<file path="src/rtl/prl_pkg.sv">
// Shared types and constants of the positional ring list.
`timescale 1ns / 1ps

package prl_pkg;

  localparam int unsigned POS_W  = 6;
  localparam int unsigned VAL_W  = 32;
  localparam int unsigned ELEM_W = 32;
  localparam int unsigned OCC_W  = 6;

  typedef enum logic [2:0] {
    CMD_INS_FIRST = 3'd0,
    CMD_INS_LAST  = 3'd1,
    CMD_INS_AT    = 3'd2,
    CMD_DEL_FIRST = 3'd3,
    CMD_DEL_LAST  = 3'd4,
    CMD_DEL_AT    = 3'd5,
    CMD_DISPLAY   = 3'd6,
    CMD_COUNT     = 3'd7
  } cmd_t;

  typedef enum logic [1:0] {
    ST_OK     = 2'd0,
    ST_BADPOS = 2'd1,
    ST_EMPTY  = 2'd2,
    ST_FULL   = 2'd3
  } status_t;

  typedef enum logic [2:0] {
    S_IDLE,
    S_EVAL,
    S_SHIFT,
    S_PUT,
    S_DROP,
    S_DISP_RD,
    S_DISP_LD,
    S_RESP
  } state_t;

  // Commands from the controller to the datapath.
  typedef struct packed {
    logic    capture;
    logic    setup;
    logic    shift;
    logic    disp_rd;
    logic    put;
    logic    drop;
    logic    emit_resp;
    logic    emit_elem;
    status_t resp_status;
  } prl_cmd_t;

  // Status from the datapath to the controller.
  typedef struct packed {
    cmd_t op;
    logic bad_ins;
    logic bad_del;
    logic empty;
    logic full;
    logic no_move;
    logic scan_end;
    logic wb_busy;
    logic out_free;
  } prl_sts_t;

endpackage

</file>
<file path="src/rtl/prl_in_if.sv">
// Command channel: valid/ready handshake with the command item.
`timescale 1ns / 1ps

interface prl_in_if import prl_pkg::*; ();
  logic               valid;
  logic               ready;
  cmd_t               cmd;
  logic [POS_W-1:0]   position;
  logic [VAL_W-1:0]   value;

  modport source (output valid, cmd, position, value, input ready);
  modport sink   (input valid, cmd, position, value, output ready);
endinterface

</file>
<file path="src/rtl/prl_out_if.sv">
// Result channel: valid/ready handshake with the result item.
`timescale 1ns / 1ps

interface prl_out_if import prl_pkg::*; ();
  logic               valid;
  logic               ready;
  status_t            status;
  logic [ELEM_W-1:0]  element;
  logic [OCC_W-1:0]   occupancy;
  logic               last_of_run;

  modport source (output valid, status, element, occupancy, last_of_run, input ready);
  modport sink   (input valid, status, element, occupancy, last_of_run, output ready);
endinterface

</file>
<file path="src/rtl/prl_ram.sv">
// Generic single-write, single-read RAM with registered read data.
`timescale 1ns / 1ps

module prl_ram #(
  parameter int unsigned WIDTH = 32,
  parameter int unsigned DEPTH = 32,
  localparam int unsigned AW   = (DEPTH > 1) ? $clog2(DEPTH) : 1
) (
  input  logic             clk,
  input  logic             we,
  input  logic [AW-1:0]    waddr,
  input  logic [WIDTH-1:0] wdata,
  input  logic             re,
  input  logic [AW-1:0]    raddr,
  output logic [WIDTH-1:0] rdata
);

  logic [WIDTH-1:0] mem [DEPTH];
  logic [WIDTH-1:0] rdata_r;

  always_ff @(posedge clk) begin
    if (we) begin
      mem[waddr] <= wdata;
    end
    if (re) begin
      rdata_r <= mem[raddr];
    end
  end

  assign rdata = rdata_r;

endmodule

</file>
<file path="src/rtl/prl_ctrl.sv">
// Controller state machine: sequences checks, shifts, display and responses.
`timescale 1ns / 1ps

module prl_ctrl import prl_pkg::*; (
  input  logic     clk,
  input  logic     rst_n,
  input  logic     in_valid,
  output logic     in_ready,
  input  prl_sts_t sts,
  output prl_cmd_t cmd
);

  state_t  state_r, state_nxt;
  status_t resp_r, resp_nxt;

  always_ff @(posedge clk) begin
    if (!rst_n) begin
      state_r <= S_IDLE;
      resp_r  <= ST_OK;
    end else begin
      state_r <= state_nxt;
      resp_r  <= resp_nxt;
    end
  end

  always_comb begin
    state_nxt       = state_r;
    resp_nxt        = resp_r;
    cmd             = '0;
    cmd.resp_status = resp_r;
    in_ready        = 1'b0;

    unique case (state_r)
      S_IDLE: begin
        in_ready    = 1'b1;
        cmd.capture = in_valid;
        if (in_valid) begin
          state_nxt = S_EVAL;
        end
      end

      S_EVAL: begin
        unique case (sts.op)
          CMD_INS_FIRST, CMD_INS_LAST, CMD_INS_AT: begin
            priority if (sts.bad_ins) begin
              resp_nxt  = ST_BADPOS;
              state_nxt = S_RESP;
            end else if (sts.full) begin
              resp_nxt  = ST_FULL;
              state_nxt = S_RESP;
            end else begin
              cmd.setup = 1'b1;
              state_nxt = sts.no_move ? S_PUT : S_SHIFT;
            end
          end
          CMD_DEL_FIRST, CMD_DEL_LAST, CMD_DEL_AT: begin
            priority if (sts.empty) begin
              resp_nxt  = ST_EMPTY;
              state_nxt = S_RESP;
            end else if (sts.bad_del) begin
              resp_nxt  = ST_BADPOS;
              state_nxt = S_RESP;
            end else begin
              cmd.setup = 1'b1;
              state_nxt = sts.no_move ? S_DROP : S_SHIFT;
            end
          end
          CMD_DISPLAY: begin
            if (sts.empty) begin
              resp_nxt  = ST_EMPTY;
              state_nxt = S_RESP;
            end else begin
              cmd.setup = 1'b1;
              state_nxt = S_DISP_RD;
            end
          end
          CMD_COUNT: begin
            resp_nxt  = ST_OK;
            state_nxt = S_RESP;
          end
        endcase
      end

      S_SHIFT: begin
        cmd.shift = 1'b1;
        if (sts.scan_end) begin
          unique case (sts.op)
            CMD_INS_FIRST, CMD_INS_LAST, CMD_INS_AT: state_nxt = S_PUT;
            default:                                 state_nxt = S_DROP;
          endcase
        end
      end

      S_PUT: begin
        if (!sts.wb_busy) begin
          cmd.put   = 1'b1;
          resp_nxt  = ST_OK;
          state_nxt = S_RESP;
        end
      end

      S_DROP: begin
        if (!sts.wb_busy) begin
          cmd.drop  = 1'b1;
          resp_nxt  = ST_OK;
          state_nxt = S_RESP;
        end
      end

      S_DISP_RD: begin
        if (sts.out_free) begin
          cmd.disp_rd = 1'b1;
          state_nxt   = S_DISP_LD;
        end
      end

      S_DISP_LD: begin
        cmd.emit_elem = 1'b1;
        state_nxt     = sts.scan_end ? S_IDLE : S_DISP_RD;
      end

      S_RESP: begin
        if (sts.out_free) begin
          cmd.emit_resp = 1'b1;
          state_nxt     = S_IDLE;
        end
      end
    endcase
  end

endmodule

</file>
<file path="src/rtl/prl_dp.sv">
// Datapath: element store, count, scan pointer, write-back stage and result register.
`timescale 1ns / 1ps

module prl_dp import prl_pkg::*; #(
  parameter int unsigned DEPTH      = 32,
  parameter int unsigned DATA_WIDTH = 32
) (
  input  logic              clk,
  input  logic              rst_n,
  input  prl_cmd_t          cmd,
  output prl_sts_t          sts,
  input  cmd_t              in_cmd,
  input  logic [POS_W-1:0]  in_position,
  input  logic [VAL_W-1:0]  in_value,
  input  logic              out_ready,
  output logic              out_valid,
  output status_t           out_status,
  output logic [ELEM_W-1:0] out_element,
  output logic [OCC_W-1:0]  out_occupancy,
  output logic              out_last_of_run
);

  localparam int unsigned AW = $clog2(DEPTH);
  localparam int unsigned CW = $clog2(DEPTH + 1);
  localparam int unsigned PW = ((CW > POS_W) ? CW : POS_W) + 1;

  cmd_t                  op_r;
  logic [POS_W-1:0]      pos_r;
  logic [DATA_WIDTH-1:0] val_r;
  logic [CW-1:0]         count_r, count_nxt;
  logic [CW-1:0]         idx_r;
  logic [AW-1:0]         ptr_r, ptr_nxt;
  logic                  wb_valid_r;
  logic [AW-1:0]         wb_addr_r;

  logic                  out_valid_r;
  status_t               out_status_r;
  logic [ELEM_W-1:0]     out_element_r;
  logic [OCC_W-1:0]      out_occupancy_r;
  logic                  out_last_r;

  logic                  is_ins;
  logic [PW-1:0]         pos_w, cnt_w;
  logic [CW-1:0]         idx_c, cnt_m1;
  logic                  scan_end;
  logic                  out_free;

  logic                  ram_we, ram_re;
  logic [AW-1:0]         ram_waddr;
  logic [DATA_WIDTH-1:0] ram_wdata, ram_rdata;

  assign is_ins = (op_r == CMD_INS_FIRST) || (op_r == CMD_INS_LAST) || (op_r == CMD_INS_AT);
  assign pos_w  = PW'(pos_r);
  assign cnt_w  = PW'(count_r);
  assign cnt_m1 = CW'(count_r - CW'(1));

  always_comb begin
    unique case (op_r)
      CMD_INS_FIRST, CMD_DEL_FIRST: idx_c = '0;
      CMD_INS_LAST:                 idx_c = count_r;
      CMD_DEL_LAST:                 idx_c = cnt_m1;
      CMD_INS_AT, CMD_DEL_AT:       idx_c = CW'(pos_w - PW'(1));
      CMD_DISPLAY, CMD_COUNT:       idx_c = '0;
    endcase
  end

  assign scan_end = is_ins ? (CW'(ptr_r) == idx_r) : (CW'(ptr_r) == cnt_m1);
  assign out_free = !out_valid_r || out_ready;

  always_comb begin
    sts          = '0;
    sts.op       = op_r;
    sts.bad_ins  = (op_r == CMD_INS_AT) && ((pos_r == '0) || (pos_w > cnt_w + PW'(1)));
    sts.bad_del  = (op_r == CMD_DEL_AT) && ((pos_r == '0) || (pos_w > cnt_w));
    sts.empty    = (count_r == '0);
    sts.full     = (count_r == CW'(DEPTH));
    sts.no_move  = is_ins ? (idx_c == count_r) : (CW'(idx_c + CW'(1)) == count_r);
    sts.scan_end = scan_end;
    sts.wb_busy  = wb_valid_r;
    sts.out_free = out_free;
  end

  // Pointer: inserts walk down from the tail, deletes and display walk up.
  always_comb begin
    ptr_nxt = ptr_r;
    priority if (cmd.setup) begin
      priority if (is_ins)                 ptr_nxt = AW'(cnt_m1);
      else if (op_r == CMD_DISPLAY)        ptr_nxt = '0;
      else                                 ptr_nxt = AW'(idx_c + CW'(1));
    end else if (cmd.shift) begin
      ptr_nxt = is_ins ? AW'(ptr_r - AW'(1)) : AW'(ptr_r + AW'(1));
    end else if (cmd.emit_elem) begin
      ptr_nxt = AW'(ptr_r + AW'(1));
    end
  end

  always_comb begin
    count_nxt = count_r;
    if (cmd.put) begin
      count_nxt = CW'(count_r + CW'(1));
    end else if (cmd.drop) begin
      count_nxt = cnt_m1;
    end
  end

  always_ff @(posedge clk) begin
    if (!rst_n) begin
      count_r     <= '0;
      wb_valid_r  <= 1'b0;
      out_valid_r <= 1'b0;
      op_r        <= CMD_COUNT;
    end else begin
      count_r    <= count_nxt;
      wb_valid_r <= cmd.shift;
      if (cmd.capture) begin
        op_r <= in_cmd;
      end
      if (cmd.emit_resp || cmd.emit_elem) begin
        out_valid_r <= 1'b1;
      end else if (out_ready) begin
        out_valid_r <= 1'b0;
      end
    end
  end

  always_ff @(posedge clk) begin
    ptr_r <= ptr_nxt;
    if (cmd.capture) begin
      pos_r <= in_position;
      val_r <= DATA_WIDTH'(in_value);
    end
    if (cmd.setup) begin
      idx_r <= idx_c;
    end
    if (cmd.shift) begin
      wb_addr_r <= is_ins ? AW'(ptr_r + AW'(1)) : AW'(ptr_r - AW'(1));
    end
    if (cmd.emit_resp) begin
      out_status_r    <= cmd.resp_status;
      out_element_r   <= '0;
      out_occupancy_r <= OCC_W'(count_r);
      out_last_r      <= 1'b1;
    end else if (cmd.emit_elem) begin
      out_status_r    <= ST_OK;
      out_element_r   <= ELEM_W'(ram_rdata);
      out_occupancy_r <= OCC_W'(count_r);
      out_last_r      <= scan_end;
    end
  end

  // Write-back of a shifted entry takes the port ahead of the new element.
  assign ram_we    = wb_valid_r || cmd.put;
  assign ram_waddr = wb_valid_r ? wb_addr_r : idx_r[AW-1:0];
  assign ram_wdata = wb_valid_r ? ram_rdata : val_r;
  assign ram_re    = cmd.shift || cmd.disp_rd;

  prl_ram #(
    .WIDTH (DATA_WIDTH),
    .DEPTH (DEPTH)
  ) u_store (
    .clk   (clk),
    .we    (ram_we),
    .waddr (ram_waddr),
    .wdata (ram_wdata),
    .re    (ram_re),
    .raddr (ptr_r),
    .rdata (ram_rdata)
  );

  assign out_valid       = out_valid_r;
  assign out_status      = out_status_r;
  assign out_element     = out_element_r;
  assign out_occupancy   = out_occupancy_r;
  assign out_last_of_run = out_last_r;

endmodule

</file>
<file path="src/rtl/positional_ring_list_top.sv">
// Top level of the positional ring list: controller, datapath and assertions.
`timescale 1ns / 1ps

// Bounded ordered list of up to DEPTH words of DATA_WIDTH bits, held in list
// order in one RAM with one write and one registered read port. One command
// item is taken at a time. Count and any rejected command (bad position,
// empty, full) go from the check straight to the response state. An insert or
// delete moves every entry behind its slot, one entry per cycle through the
// RAM port; the longest move is for an insert at the front of a list one short
// of full or a delete at the front of a full list. Display offers one result
// item per entry, each read from the RAM and then loaded into the result
// register, the last one flagged by last_of_run; an empty list gives a single
// item with status empty. The input side opens again as the final result item
// of a command is loaded. The element field is zero for everything but
// display, and occupancy is the count after the command. A finished result
// waits in an output register, so a stalled result side holds the block only
// once the next result is due.
// No clearing pass follows reset: only slots already written are ever read.
module positional_ring_list_top import prl_pkg::*; #(
  parameter int unsigned DEPTH      = 32,
  parameter int unsigned DATA_WIDTH = 32
) (
  input  logic       clk,
  input  logic       rst_n,
  prl_in_if.sink     in_ch,
  prl_out_if.source  out_ch
);

  prl_cmd_t dp_cmd;
  prl_sts_t dp_sts;
  logic     in_ready;

  assign in_ch.ready = in_ready;

  // Sequence each command: capture, check, shift or scan, then respond.
  prl_ctrl u_ctrl (
    .clk      (clk),
    .rst_n    (rst_n),
    .in_valid (in_ch.valid),
    .in_ready (in_ready),
    .sts      (dp_sts),
    .cmd      (dp_cmd)
  );

  // Hold the list, its count and the result register.
  prl_dp #(
    .DEPTH      (DEPTH),
    .DATA_WIDTH (DATA_WIDTH)
  ) u_dp (
    .clk             (clk),
    .rst_n           (rst_n),
    .cmd             (dp_cmd),
    .sts             (dp_sts),
    .in_cmd          (in_ch.cmd),
    .in_position     (in_ch.position),
    .in_value        (in_ch.value),
    .out_ready       (out_ch.ready),
    .out_valid       (out_ch.valid),
    .out_status      (out_ch.status),
    .out_element     (out_ch.element),
    .out_occupancy   (out_ch.occupancy),
    .out_last_of_run (out_ch.last_of_run)
  );

  // One command at a time: after an accepted item the input side closes.
  assert property (@(posedge clk) disable iff (!rst_n)
    (in_ch.valid && in_ready) |=> !in_ready)
    else $error("input accepted while a command is still in progress");

  // The new element must never collide with a pending shifted write-back.
  assert property (@(posedge clk) disable iff (!rst_n)
    dp_cmd.put |-> !dp_sts.wb_busy)
    else $error("element write clashes with write-back");

  // A result is loaded only into a free (or draining) result register.
  assert property (@(posedge clk) disable iff (!rst_n)
    (dp_cmd.emit_resp || dp_cmd.emit_elem) |-> dp_sts.out_free)
    else $error("result register overwritten before it was taken");

  // Rejected commands carry no element.
  assert property (@(posedge clk) disable iff (!rst_n)
    (out_ch.valid && (out_ch.status != ST_OK)) |-> (out_ch.element == '0))
    else $error("non-zero element on a rejected command");

endmodule

</file>
<file path="src/flat_wrapper.sv">
// flat-port wrapper written by rule: the top's interface ports become plain ports
module positional_ring_list_top_flat import prl_pkg::*;
#(
  parameter int unsigned DEPTH      = 32,
  parameter int unsigned DATA_WIDTH = 32
)
  (clk, rst_n, in_ch_valid, in_ch_cmd, in_ch_position, in_ch_value, in_ch_ready, out_ch_valid, out_ch_status, out_ch_element, out_ch_occupancy, out_ch_last_of_run, out_ch_ready);
  prl_in_if in_ch_i ();
  prl_out_if out_ch_i ();
  input  logic clk;
  input  logic rst_n;
  input wire logic [$bits(in_ch_i.valid)-1:0] in_ch_valid;
  input wire logic [$bits(in_ch_i.cmd)-1:0] in_ch_cmd;
  input wire logic [$bits(in_ch_i.position)-1:0] in_ch_position;
  input wire logic [$bits(in_ch_i.value)-1:0] in_ch_value;
  output wire logic [$bits(in_ch_i.ready)-1:0] in_ch_ready;
  output wire logic [$bits(out_ch_i.valid)-1:0] out_ch_valid;
  output wire logic [$bits(out_ch_i.status)-1:0] out_ch_status;
  output wire logic [$bits(out_ch_i.element)-1:0] out_ch_element;
  output wire logic [$bits(out_ch_i.occupancy)-1:0] out_ch_occupancy;
  output wire logic [$bits(out_ch_i.last_of_run)-1:0] out_ch_last_of_run;
  input wire logic [$bits(out_ch_i.ready)-1:0] out_ch_ready;
  assign in_ch_i.valid = in_ch_valid;
  assign in_ch_i.cmd = in_ch_cmd;
  assign in_ch_i.position = in_ch_position;
  assign in_ch_i.value = in_ch_value;
  assign in_ch_ready = in_ch_i.ready;
  assign out_ch_valid = out_ch_i.valid;
  assign out_ch_status = out_ch_i.status;
  assign out_ch_element = out_ch_i.element;
  assign out_ch_occupancy = out_ch_i.occupancy;
  assign out_ch_last_of_run = out_ch_i.last_of_run;
  assign out_ch_i.ready = out_ch_ready;
  positional_ring_list_top #(.DEPTH(DEPTH), .DATA_WIDTH(DATA_WIDTH)) u_core (.clk(clk), .rst_n(rst_n), .in_ch(in_ch_i), .out_ch(out_ch_i));
endmodule
</file>
<file path="config.mk">
export PLATFORM = sky130hd
export DESIGN_NAME = positional_ring_list_top_flat
export DESIGN_NICKNAME = d
export VERILOG_FILES = /design/src/rtl/prl_pkg.sv /design/src/rtl/prl_in_if.sv /design/src/rtl/prl_out_if.sv /design/src/rtl/prl_ram.sv /design/src/rtl/prl_ctrl.sv /design/src/rtl/prl_dp.sv /design/src/rtl/positional_ring_list_top.sv /design/src/flat_wrapper.sv
export SDC_FILE = /design/constraint.sdc
export NUM_CORES = 1
export LEC_CHECK = 0
export BUFFER_PORTS_ARGS = -buffer_cell sky130_fd_sc_hd__buf_2
export CORE_MARGIN = 3
export CORE_UTILIZATION = 56
export CTS_BUF_LIST = sky130_fd_sc_hd__clkbuf_4 sky130_fd_sc_hd__clkbuf_8 sky130_fd_sc_hd__clkbuf_16
export CTS_CLUSTER_SIZE = 16
export DETAILED_ROUTE_END_ITERATION = 6
export PLACE_DENSITY = 0.79
export SYNTH_ARGS = -nofsm -noshare
export SYNTH_HDL_FRONTEND = slang
export SYNTH_SLANG_ARGS = --single-unit
</file>
<file path="constraint.sdc">
create_clock -name clk -period 3 [get_ports clk]
set_input_delay 0.45 -clock clk [delete_from_list [all_inputs] [get_ports clk]]
set_output_delay 0.45 -clock clk [all_outputs]
set_load 0.01 [all_outputs]
</file>
==> results of run 1 <==
-- worst reg2reg max path, stage by stage, from the launching register on --
cell and delay [ns]:
dfxtp_1 0.35, inv_1 0.09, buf_4 0.18, nor3_1 0.27
xnor2_1 0.15, ha_1 0.31, nand3_1 0.11, o21bai_1 0.20
a21oi_2 0.20, o22ai_2 0.12, nor2_1 0.16, a21oi_2 0.09
buf_4 0.16, or2_4 0.26
-- final cells by class --
cell class,instances,share of cell area (%)
Inverter,25,0.176
Clock inverter,66,1.42
Clock buffer,133,5.44
Timing Repair Buffer,275,5.02
Sequential cell,1167,64.6
Multi-Input combinational cell,852,20.8
Tap cell,1060,2.48
-- registers in the layout, summed over array words and instances, names as in the netlist, 2 cells and up --
register	count
u_core.u_dp.out_status	2
u_core.u_dp.u_store.rdata	32
u_core.u_dp.op_r	3
u_core.u_dp.val_r	32
u_core.u_dp.u_store.mem	1024
u_core.u_ctrl.state_r	3
u_core.u_dp.pos_r	6
u_core.u_dp.out_element	32
u_core.u_dp.wb_addr_r	5
u_core.u_dp.out_occupancy	6
u_core.u_ctrl.resp_r	2
u_core.u_dp.idx_r	6
u_core.u_dp.ptr_r	5
u_core.u_dp.count_r	6
-- per-layer routing --
layer	GRT usage (%)	up-vias
met4	14.6	0
met1	40.7	12831
met2	48.5	2029
li1	-	9507
met5	0	-
met3	5.79	421
-- path summary, 6_finish.rpt --
| kind | startpoint | to | slack, ns | depth (start not counted) |
|---|---|---|---|---|
| setup / recovery | u_core.u_dp.count_r[0]$_SDFFE_PN0P_ | u_core.u_dp.ptr_r[2]$_DFFE_PP_ | 0.08 | 13 |
| hold / removal | in_ch_cmd[0] | u_core.u_dp.op_r[0]$_SDFFE_PN1P_ | 0.03 | 3 |
| setup reg to reg | u_core.u_dp.count_r[0]$_SDFFE_PN0P_ | u_core.u_dp.ptr_r[2]$_DFFE_PP_ | 0.08 | 13 |
| hold reg to reg | u_core.u_dp.out_element[4]$_SDFFE_PP0P_ | u_core.u_dp.out_element[4]$_SDFFE_PP0P_ | 0.47 | 2 |
-- Yosys cell counts (all sizes together), types with 4 or more instances --
master  count  area share, %
and2        4          0.054
or2         5          0.068
ha         19           0.52
mux4      320             16
mux2i       8           0.17
o32ai       5          0.095
nand3      18           0.21
mux2       68            1.7
a21oi      67           0.75
xnor2      28           0.53
nor3       11           0.17
nor4        6           0.11
nor4b       4          0.090
inv        23           0.19
nand2b      7           0.11
clkbuf     65           0.53
o22ai       4          0.068
edfxtp   1118             73
nor2       72           0.59
a31oi       5          0.068
a21o        4          0.065
buf        52           0.59
o21ai      19           0.23
nand2     107           0.87
xor2        7           0.13
dfxtp      49            2.1
a22oi       4          0.065
-- what timing repair did --
action                                  in CTS  in global routing
setup buffers                                0                  3
pin swaps                                    0                 11
endpoints found under the hold margin       38                  0
gates cloned                                 0                  1
gates resized for setup                      1                 19
hold buffers                                38                  0
endpoints found under the setup margin       3                 21
-- power groups by stage --
stage               combinational [µW]  clock, µW  sequential (µW)
detailed placement               12300          0            21100
floorplan                         8060          0            20800
global route                     13600      14800            20900
global placement                 11900          0            21000
finish                           12900      14100            20800
CTS                              12600      14200            20800
-- kinds of logic (layout without fill, tap and decap cells) --
group                    after synthesis  in the layout
flip-flops                          1167           1167
multiplexers                         396            396
AND/OR/NAND/NOR                      254            254
AO/OA/AOI/OAI                        148            148
buffers and inverters                142            499
XOR/XNOR                              35             35
adder cells (fa/ha/maj)               19             19
-- metrics by stage --
step	hold slack (ns)	std cells	total power (µW)	setup TNS, ns
2_1_floorplan	0.403	2161	28800	-127.33
3_3_place_gp	0.439	3337	33000	0
3_5_place_dp	0.445	3337	33400	0
4_1_cts	0.00782	3574	47600	0
5_1_grt	0.0129	3578	49200	-0.357
6_report	0.0332	3578	47900	0
==> flow_metrics.py, run 1 <==
metrics = {
    "clock_network": {
        "clk_path_buf_depth": 3,
        "cts.htree.levels": 3,
        "numCtsBuffers": 108,
        "cts_root_buffer": "clkbuf_16",
        "clock_sinks": 1167,
        "clk_latency_ns": 0.71,
        "path_clk_slew_ns": 0.07,
        "cts_tree": "built",
    },
    "die": {
        "pin_count": 88,
        "start_util_pct": 56.8,
        "coreArea_um2": 80900,
        "rows": 104,
        "dieArea_um2": 85500,
        "die_w_um": 292,
        "chipHeight_um": 292,
    },
    "drt": {
        "dr.max_layer_used": "met4",
        "wirelength_met1_mm": 44.6,
        "routed_wl_mm": 128,
        "wl_met3_mm": 13.6,
        "final_antenna_net_count": 0,
        "wire_per_inst_um": 35.7,
        "drt-vias-per-instance": 6.93,
        "drtIter0Drc": 3640,
        "met2_length_mm": 62.5,
        "drtPass1Iterations": 6,
        "vias": 24788,
        "drc": 0,
    },
    "synthesis": {
        "synthAdderAreaFrac_pct": 0.517,
        "netlist_area_um2": 45900,
        "async_flop_share_pct": 0,
        "yosys_most_used_dff": "edfxtp_1",
        "synth_top_family_by_area": "multiplexers",
        "avgSynthCellArea_um2": 21.3,
        "synth-xor-area-share_pct": 0.667,
        "yosys_warnings": 0,
        "synthSimpleGateAreaFrac_pct": 2.62,
        "synth_nets": 2225,
        "syn_inst": 2161,
        "yosysSeqAreaShare_pct": 75.2,
        "synth_cell_types": 79,
        "synthMuxAreaShare_pct": 17.5,
        "synth_edf_count": 1118,
        "synth_compound_area_share_pct": 2.13,
        "ys_seq_elements": 1167,
    },
    "placement": {
        "place_ws_ns": 0.0181,
        "place_congestion": 0.939,
        "numPortBuffers": 87,
        "placed_area_um2": 49300,
        "hpwlAfterDp_mm": 65.3,
    },
    "final_layout": {
        "final_common_cell": "edfxtp_1",
        "final_cell_mix": "1118 x edfxtp_1, 320 x mux4_2, 108 x clkbuf_16",
        "n_antenna_cell": 0,
        "fillers": 4916,
        "seqCellArea_um2": 34600,
        "multiInputGateArea_um2": 11100,
        "stdcell_area_um2": 53500,
        "postLayoutCoreUtil_pct": 66.0,
        "drive_above_1_share_pct": 35.1,
        "synthToLayoutAreaGrowth_pct": 16.4,
        "final_net_count": 2493,
    },
    "worst_setup_path": {
        "critPathArrivalTime_ns": 3.36,
        "cp_top_family": "simple AND/OR/NAND/NOR gates",
        "worstSetupPathType": "register to register",
        "critPathCaptureType": "register",
        "cpPeakStageDelay_ns": 0.35,
        "cp_cell_sequence": "inv_1 > buf_4 > nor3_1 > xnor2_1 > ha_1 > nand3_1 > o21bai_1 > a21oi_2 > o22ai_2 > nor2_1 > a21oi_2 > buf_4 > or2_4",
        "cp.required_ns": 3.44,
        "worst-path-buf-inv": 3,
        "start_kind": "register",
        "slowest_stage": "dfxtp_1",
        "cp_max_fo": 6,
    },
    "sta": {
        "finalSetupViolCount": 0,
        "finalHoldViolations": 0,
        "rsz0062_at_grt": "yes",
        "tightest_slew_ns": 1.26,
        "slew_headroom_pct": 15.8,
        "setup_ws_ns": 0.0832,
        "finalCritPeriodShare_pct": 97.2,
        "finalCriticalPeriod_ns": 2.92,
        "skew_ns": 0.0621,
        "fmax_ghz": 0.343,
        "slew_violations": 0,
    },
    "global_routing": {
        "grt.overflow.total": 0,
        "grt_pass1_vias": 25250,
        "grt_max_degree": 62,
        "antenna_found_initial": 0,
        "grt_pass1_wl_mm": 182,
        "grt_use_total_pct": 30.2,
    },
    "flow_run": {
        "maxCapViolCount": 0,
    },
    "power": {
        "p_sw_share_pct": 29.6,
        "power_frac_clock_pct": 29.5,
        "power.density_nw_per_um2": 895,
        "p_int_uw": 33700,
        "pwr-share-seq_pct": 43.5,
        "power.switching_uw": 14200,
        "p_leak_uw": 0.0172,
        "combinationalPowerShare_pct": 27.0,
        "irDropWorstVdd_mv": 0.784,
    },
    "status": {
        "status": "finished, final reports clean",
    },
    "min_path": {
        "hp-class": "input pin to register",
    },
}
No activity file was read; power rests on OpenSTA's default activity.
==> run 2, diff against run 1 <==
--- a/config.mk
+++ b/config.mk
@@ -5,13 +5,14 @@
 export SDC_FILE = /design/constraint.sdc
 export NUM_CORES = 1
 export LEC_CHECK = 0
-export BUFFER_PORTS_ARGS = -buffer_cell sky130_fd_sc_hd__buf_2
 export CORE_MARGIN = 3
-export CORE_UTILIZATION = 56
+export CORE_UTILIZATION = 57
 export CTS_BUF_LIST = sky130_fd_sc_hd__clkbuf_4 sky130_fd_sc_hd__clkbuf_8 sky130_fd_sc_hd__clkbuf_16
 export CTS_CLUSTER_SIZE = 16
 export DETAILED_ROUTE_END_ITERATION = 6
+export DONT_BUFFER_PORTS = 1
 export PLACE_DENSITY = 0.79
+export SETUP_SLACK_MARGIN = 0.15
 export SYNTH_ARGS = -nofsm -noshare
 export SYNTH_HDL_FRONTEND = slang
 export SYNTH_SLANG_ARGS = --single-unit
==> flow_metrics.py, run 2 (synthesized netlist as in run 1, its figures left out) <==
metrics = {
    "status": {
        "status": "finished, final reports clean",
    },
    "sta": {
        "finalSetupViolCount": 0,
        "slew_headroom_pct": 22.0,
        "finalCritPeriodShare_pct": 93.8,
        "finalCriticalPeriod_ns": 2.81,
        "rsz0062_at_grt": "yes",
        "finalHoldViolations": 0,
        "slew_violations": 0,
        "skew_ns": 0.0414,
        "tns_ns": 0,
        "tightest_slew_ns": 1.17,
        "setup_ws_ns": 0.185,
        "fmax_ghz": 0.355,
    },
    "power": {
        "total_power_uw": 47400,
        "irDropWorstVdd_mv": 0.987,
        "p_leak_uw": 0.0169,
        "power.density_nw_per_um2": 890,
    },
    "global_routing": {
        "grt_max_degree": 57,
        "grt_use_total_pct": 30.5,
        "grt.overflow.total": 0,
        "antenna_found_initial": 1,
        "grt_pass1_wl_mm": 183,
        "grt_pass1_vias": 25209,
    },
    "clock_network": {
        "numCtsBuffers": 104,
        "cts_root_buffer": "clkbuf_16",
        "cts.htree.levels": 3,
        "cts_tree": "built",
        "clk_latency_ns": 0.68,
        "path_clk_slew_ns": 0.06,
        "clk_path_buf_depth": 3,
        "clock_sinks": 1167,
    },
    "drt": {
        "drtPass1Iterations": 5,
        "vias": 24808,
        "routed_wl_mm": 128,
        "drtIter0Drc": 3846,
        "drc": 0,
        "wire_per_inst_um": 36.5,
        "final_antenna_net_count": 0,
        "drt-vias-per-instance": 7.08,
    },
    "final_layout": {
        "largest_register_ffs": 1024,
        "final_common_cell": "edfxtp_1",
        "drive_above_1_share_pct": 34.5,
        "final-instance-count-excl-fill": 3503,
        "final_cell_mix": "1118 x edfxtp_1, 320 x mux4_2, 107 x clkbuf_16, 107 x buf_4, 106 x nand2_1",
        "stdcell_area_um2": 53300,
        "fillers": 4697,
        "multiInputGateArea_um2": 11300,
        "largest-register": "u_core.u_dp.u_store.mem",
        "synthToLayoutAreaGrowth_pct": 15.9,
        "final_net_count": 2428,
        "seqCellArea_um2": 34600,
    },
    "die": {
        "dieArea_um2": 84000,
        "pin_count": 88,
        "start_util_pct": 57.9,
        "die_w_um": 290,
        "coreArea_um2": 79400,
        "chipHeight_um": 290,
        "rows": 103,
    },
    "placement": {
        "placed_area_um2": 48900,
        "place_congestion": 0.893,
        "placed_cells": 3240,
        "hpwlAfterDp_mm": 64.2,
        "place_ws_ns": -0.201,
        "numPortBuffers": 0,
    },
    "worst_setup_path": {
        "r2r_end": "u_core.u_ctrl.state_r[1]$_SDFFE_PN0P_",
        "cp_max_fo": 10,
        "ff2ff_setup_slack_ns": 0.19,
        "critPathArrivalTime_ns": 3.32,
        "startpoint": "u_core.u_dp.op_r[0]$_SDFFE_PN1P_",
        "start_kind": "register",
        "worstSetupPathType": "register to register",
        "critPathCaptureType": "register",
        "r2r-start": "u_core.u_dp.op_r[0]$_SDFFE_PN1P_",
        "cp.required_ns": 3.51,
        "reg2reg_depth": 11,
    },
    "min_path": {
        "min_from": "rst_n",
        "hp-class": "input pin to register",
        "hold-path-endpoint": "u_core.u_ctrl.resp_r[0]$_SDFFE_PN0P_",
        "hold_depth": 2,
    },
    "flow_run": {
        "maxCapViolCount": 0,
    },
}
run 2: changes by cell type in the layout (fill, tap and decap cells not counted), sizes merged:
cell,change
diode,+2
buf,-65
clkinv,-13
clkinvlp,-3
bufinv,-4
clkbuf,+14
dlygate4sd3,+4
run 2: area by class of cell:
cell class	instances	area share, %
Timing Repair Buffer	214	4.68
Antenna cell	2	0.00940
Sequential cell	1167	64.9
Clock buffer	147	5.67
Tap cell	1050	2.47
Multi-Input combinational cell	852	21.2
Inverter	25	0.176
Clock inverter	46	0.843
run 2: repair_timing:
item | CTS | global route
endpoints found under the hold margin | 45 | 0
endpoints found under the setup margin | 18 | 26
setup buffers | 5 | 21
hold buffers | 42 | 0
pin swaps | 6 | 23
gates resized for setup | 19 | 40
run 2: worst max-delay path by stage:
stage                                                           to  slack (ns)  depth (start not counted)
after global placement       u_core.u_ctrl.state_r[2]$_SDFFE_PN0P_        0.05                         13
after detailed placement     u_core.u_ctrl.state_r[1]$_SDFFE_PN0P_       -0.20                         13
final                        u_core.u_ctrl.state_r[1]$_SDFFE_PN0P_        0.19                         11
after CTS                    u_core.u_ctrl.state_r[1]$_SDFFE_PN0P_        0.08                         13
after floorplan           u_core.u_dp.u_store.mem[13][0]$_DFFE_PP_       -0.20                          6
after global routing         u_core.u_ctrl.state_r[1]$_SDFFE_PN0P_        0.07                         13
run 2: through the flow:
step / hold WS [ns] / utilization [%]
finish: 0.0788 / 67.1
global route: 0.0476 / 67.1
CTS: 0.0461 / 66.6
detailed placement: 0.462 / 61.6
global placement: 0.453 / 61.6
floorplan: 0.403 / -
run 2: critical path, stage by stage (launching register included):
cell	delay, ns
dfxtp_4	0.39
or3b_4	0.39
o32ai_2	0.13
o21bai_4	0.19
ha_4	0.23
xor2_1	0.15
a2111oi_2	0.22
a21oi_1	0.07
a211oi_1	0.20
o211ai_1	0.23
o311ai_2	0.31
a31oi_1	0.16
run 2: layer usage:
| layer | GRT usage, % | share of wire (%) | wire (µm) |
|---|---|---|---|
| met3 | 7.39 | 12 | 15400 |
| met5 | 0 | 0 | 0 |
| met1 | 40.3 | 34 | 43800 |
| met2 | 49.2 | 49 | 62200 |
| met4 | 12.8 | 5.0 | 6430 |
run 2: power by group:
group | internal, µW | leakage [µW] | total, µW | switching [µW]
Sequential | 20100 | 0.0105 | 21000 | 977
Clock | 7660 | 0.00174 | 13700 | 6030
Combinational | 5700 | 0.00472 | 12600 | 6940
